--- src/rtl/tspdp_ram.sv ---
// Generic simple dual-port RAM: one write port, one read port, registered read.
// No dependencies.
module tspdp_ram #(
   parameter int WIDTH = 8,
   parameter int DEPTH = 256
) (
   input  logic                     clock,
   input  logic                     we,
   input  logic [$clog2(DEPTH)-1:0] waddr,
   input  logic [WIDTH-1:0]         wdata,
   input  logic [$clog2(DEPTH)-1:0] raddr,
   output logic [WIDTH-1:0]         rdata
);

   logic [WIDTH-1:0] mem_ff [DEPTH];
   logic [WIDTH-1:0] rdata_ff;

   always_ff @(posedge clock) begin
      if (we) begin
         mem_ff[waddr] <= wdata;
      end
      rdata_ff <= mem_ff[raddr];
   end

   assign rdata = rdata_ff;

endmodule

--- config.mk ---
export PLATFORM = sky130hd
export DESIGN_NAME = tspdp_ram
export DESIGN_NICKNAME = d
export VERILOG_FILES = /design/src/rtl/tspdp_ram.sv
export SDC_FILE = /design/constraint.sdc
export NUM_CORES = 2
export LEC_CHECK = 0
export ABC_AREA = 1
export ABC_CLOCK_PERIOD_IN_PS = 3700
export BUFFER_PORTS_ARGS = -buffer_cell sky130_fd_sc_hd__buf_4
export CAP_MARGIN = 20
export CORE_MARGIN = 4
export CORE_UTILIZATION = 50
export CTS_CLUSTER_SIZE = 24
export DETAILED_ROUTE_END_ITERATION = 8
export PLACE_DENSITY = 0.65
export SYNTH_ARGS = -nofsm -noshare
export SYNTH_HDL_FRONTEND = slang
export SYNTH_SLANG_ARGS = --single-unit
--- constraint.sdc ---
create_clock -name clock -period 3.7 [get_ports clock]
set_input_delay 0 -clock clock [delete_from_list [all_inputs] [get_ports clock]]
set_output_delay 0 -clock clock [all_outputs]
set_load 0.02 [all_outputs]
==> key figures <==
Power and ir drop
  • Leakage: 31.8 nW
  • PD cells: 528 nW/um2
  • Worst vdd ir: 0.000484 V

Synthesis
  • Post-Syn Nets: 7029
  • Synth warn: 0
  • Synth area leader: edfxtp_1
  • Mapped Cells: 7003
  • Synthesized flop and latch total: 2056
  • Synthesized area: 83400 um2
  • Unique masters post-synth: 14
  • Largest cells by area after synthesis: edfxtp_1 (74%), nand3_1 (12%), nand2_1 (9.6%)
  • Syn Area/Cell: 11.9 um2
  • Seq/Total Area, Yosys: 73.9%
  • Top cell type's share of synthesized area: 73.7%

Final layout
  • Most frequent cells in the layout: nand2_1 (2118), edfxtp_1 (2048), nand3_1 (2019)
  • Filler instances: 13400
  • Final std cells w/o fill: 9274
  • Core Util, Final: 55.8%
  • Commonest non-fill, non-tap cell in the layout: nand2_1
  • Share of layout cells above drive strength 1: 6.51%
  • Area Overhead vs Synth: 10.6%
  • Final net count: 6933

Setup path
  • Crit-path most repeated cell: nand3_1
  • Crit-path slowest cell: dlygate4sd3_1
  • CP peak stage delay: 0.57 ns
  • Startpoint types: input port
  • CP required: 4.46 ns
  • FF-to-FF End: rdata[3]
  • Crit path cell chain: buf_8 -> inv_16 -> buf_12 -> nand2_1 -> nand3_1 -> nand3_1 -> nand3_1 -> nand3_1 -> nand3_1 -> nand3_1 -> nand2_1 -> nand2_1 -> dlygate4sd3_1 -> nand2_1 -> dlygate4sd3_1
  • FF-to-FF path depth: 12
  • Crit. Startpoint: raddr[0]
  • R2R Path Start: mem_ff[135][3]
  • WS Path Type: in -> reg
  • Setup crit end kind: register
  • Crit-path max FO: 175
  • Reg-to-reg setup timing slack: 0.83 ns
  • Worst Path Arrival: 3.91 ns

Clocking
  • H-Tree Depth: 4
  • TritonCTS clock tree: built
  • Post-CTS setup buffer count: 0
  • CTS Buffer Depth: 3
  • Post-CTS Hold Buffers: 12
  • PostCTS Resize Cnt: 0
  • TritonCTS Buffers: 204
  • CTS root buf: clkbuf_16
  • Clock-pin slew on the worst setup and hold paths: 0.06 ns
  • Later-pin clock latency in the skew report: 0.82 ns
  • CTS sink cnt: 2056

STA
  • Hold Fails Final Rpt: 0
  • Highest clock rate: 317 MHz
  • Final Max Slew Viols: 0
  • Clk_skew: 0.0493 ns
  • Slew @ Worst Pin: 1.17 ns
  • RSZ-0062 raised after global routing: false
  • Final worst path period need: 3.15 ns
  • Final hold slack: 0.0596 ns
  • Final Cycle Share: 85.2%
  • Setup total negative slack: 0 ns
  • Max_slew headroom: 21.9%
  • Final Setup Violations: 0

Global route
  • All-Layer GR Usage: 25.7%
  • First-pass GRT wire length: 336 mm
  • Initial antenna violation count: 9
  • Vias in the first global route: 51700
  • Largest net degree at the start of global routing: 176
  • Remaining global-route overflow: 0

Route
  • Initial DRC count: 7133
  • Final wirelength: 227 mm
  • Detailed Routing Iterations Pass 1: 6
  • Remaining DRCs: 0
  • Vias/cell: 5.90
  • Antenna Nets Post-Route: 0
  • WL met2: 106 mm
  • Max Used Layer: met5
  • Metal-1 WL: 89.7 mm
  • Routed via count: 54700
  • Wire per inst: 24.4 um
  • Metal3 WL: 20.2 mm

Floorplan
  • Die ar.: 173000 um2
  • Area of the core: 165000 um2
  • Cell row count: 149
  • Die height: 416 um
  • Initial Util: 50.4%
  • Die W: 416 um
  • I/O pin cnt: 34

Status
  • Status: finished clean

Worst hold path
  • Worst hold path class: in -> reg
  • WHS Path Cells: 6
  • Worst min-delay path startpoint: waddr[1]
  • Hold Path End: mem_ff[193][3]

Place
  • RD Place Congestion: 0.887
  • Hpwl dp: 128 mm
  • Cell total after placement: 8877
  • I/O Buffers: 33

Run
  • Max_cap viols: 0
## cell usage after synthesis
master       n
buf_4       46
nand2_1   2123
buf_6       16
inv_4        1
nor2_1     283
clkbuf_1   112
nand3_1   2019
dfxtp_1      8
buf_1       40
inv_2        2
edfxtp_1  2048
inv_1       36
buf_2      268
buf_8        1
## worst max path at each step
| stage | endpoint | depth (start not counted) |
|---|---|---|
| 2_1_floorplan | mem_ff[162][0] | 4 |
| 3_3_place_gp | rdata[2] | 13 |
| 3_5_place_dp | rdata[2] | 13 |
| 4_1_cts | rdata[3] | 15 |
| 5_1_grt | rdata[3] | 15 |
| 6_report | rdata[3] | 15 |
## registers in the layout, indices dropped and copies added (netlist names)
| name | cells |
|---|---|
| mem_ff | 2048 |
| rdata | 8 |
## power by group
group / total [W] / switching, W / internal, W / leakage, nW
clock: 0.0200 / 0.00874 / 0.0113 / 3.16
combinational: 0.00295 / 0.00223 / 0.000717 / 10.2
sequential: 0.0257 / 0.0000339 / 0.0257 / 18.5
total: 0.0487 / 0.0110 / 0.0377 / 31.8
## layer usage
metal	track usage, %	vias to the layer above
met5	0	-
met4	11.2	4
met3	4.26	477
met2	40.6	2783
met1	35.4	26800
li1	-	24700
## logic make-up after synthesis
| family | share of synthesized area [%] |
|---|---|
| buf+inv | 3.12 |
| flops | 73.9 |
| simple gates | 22.9 |
## critical path, delay by kind of cell
family                 cells  cell delay [ns]
buffers and inverters      5             2.12
and+or+nand+nor           10             1.35
## cell type report
cell class	count	area, um2	share of cell area [%]
flip-flops and latches	2056	61700	66.9
multi-input cells	4425	19100	20.8
clock buffers	249	5380	5.83
well taps	2189	2740	2.97
repair buffers	181	2040	2.21
clock inverters	130	1070	1.16
inverters	39	180	0.195
diodes	5	12.5	0.0136
## metrics by stage
| step | cell area, um2 | setup WS (ns) | total power, W |
|---|---|---|---|
| 2_1_floorplan | 83400 | 2.21 | 0.0278 |
| 3_3_place_gp | 85600 | 0.850 | 0.0291 |
| 3_5_place_dp | 85600 | 0.831 | 0.0291 |
| 4_1_cts | 92200 | 0.895 | 0.0488 |
| 5_1_grt | 92200 | 0.530 | 0.0501 |
| 6_report | 92200 | 0.547 | 0.0487 |
No activity file was read; power rests on OpenSTA's default activity.
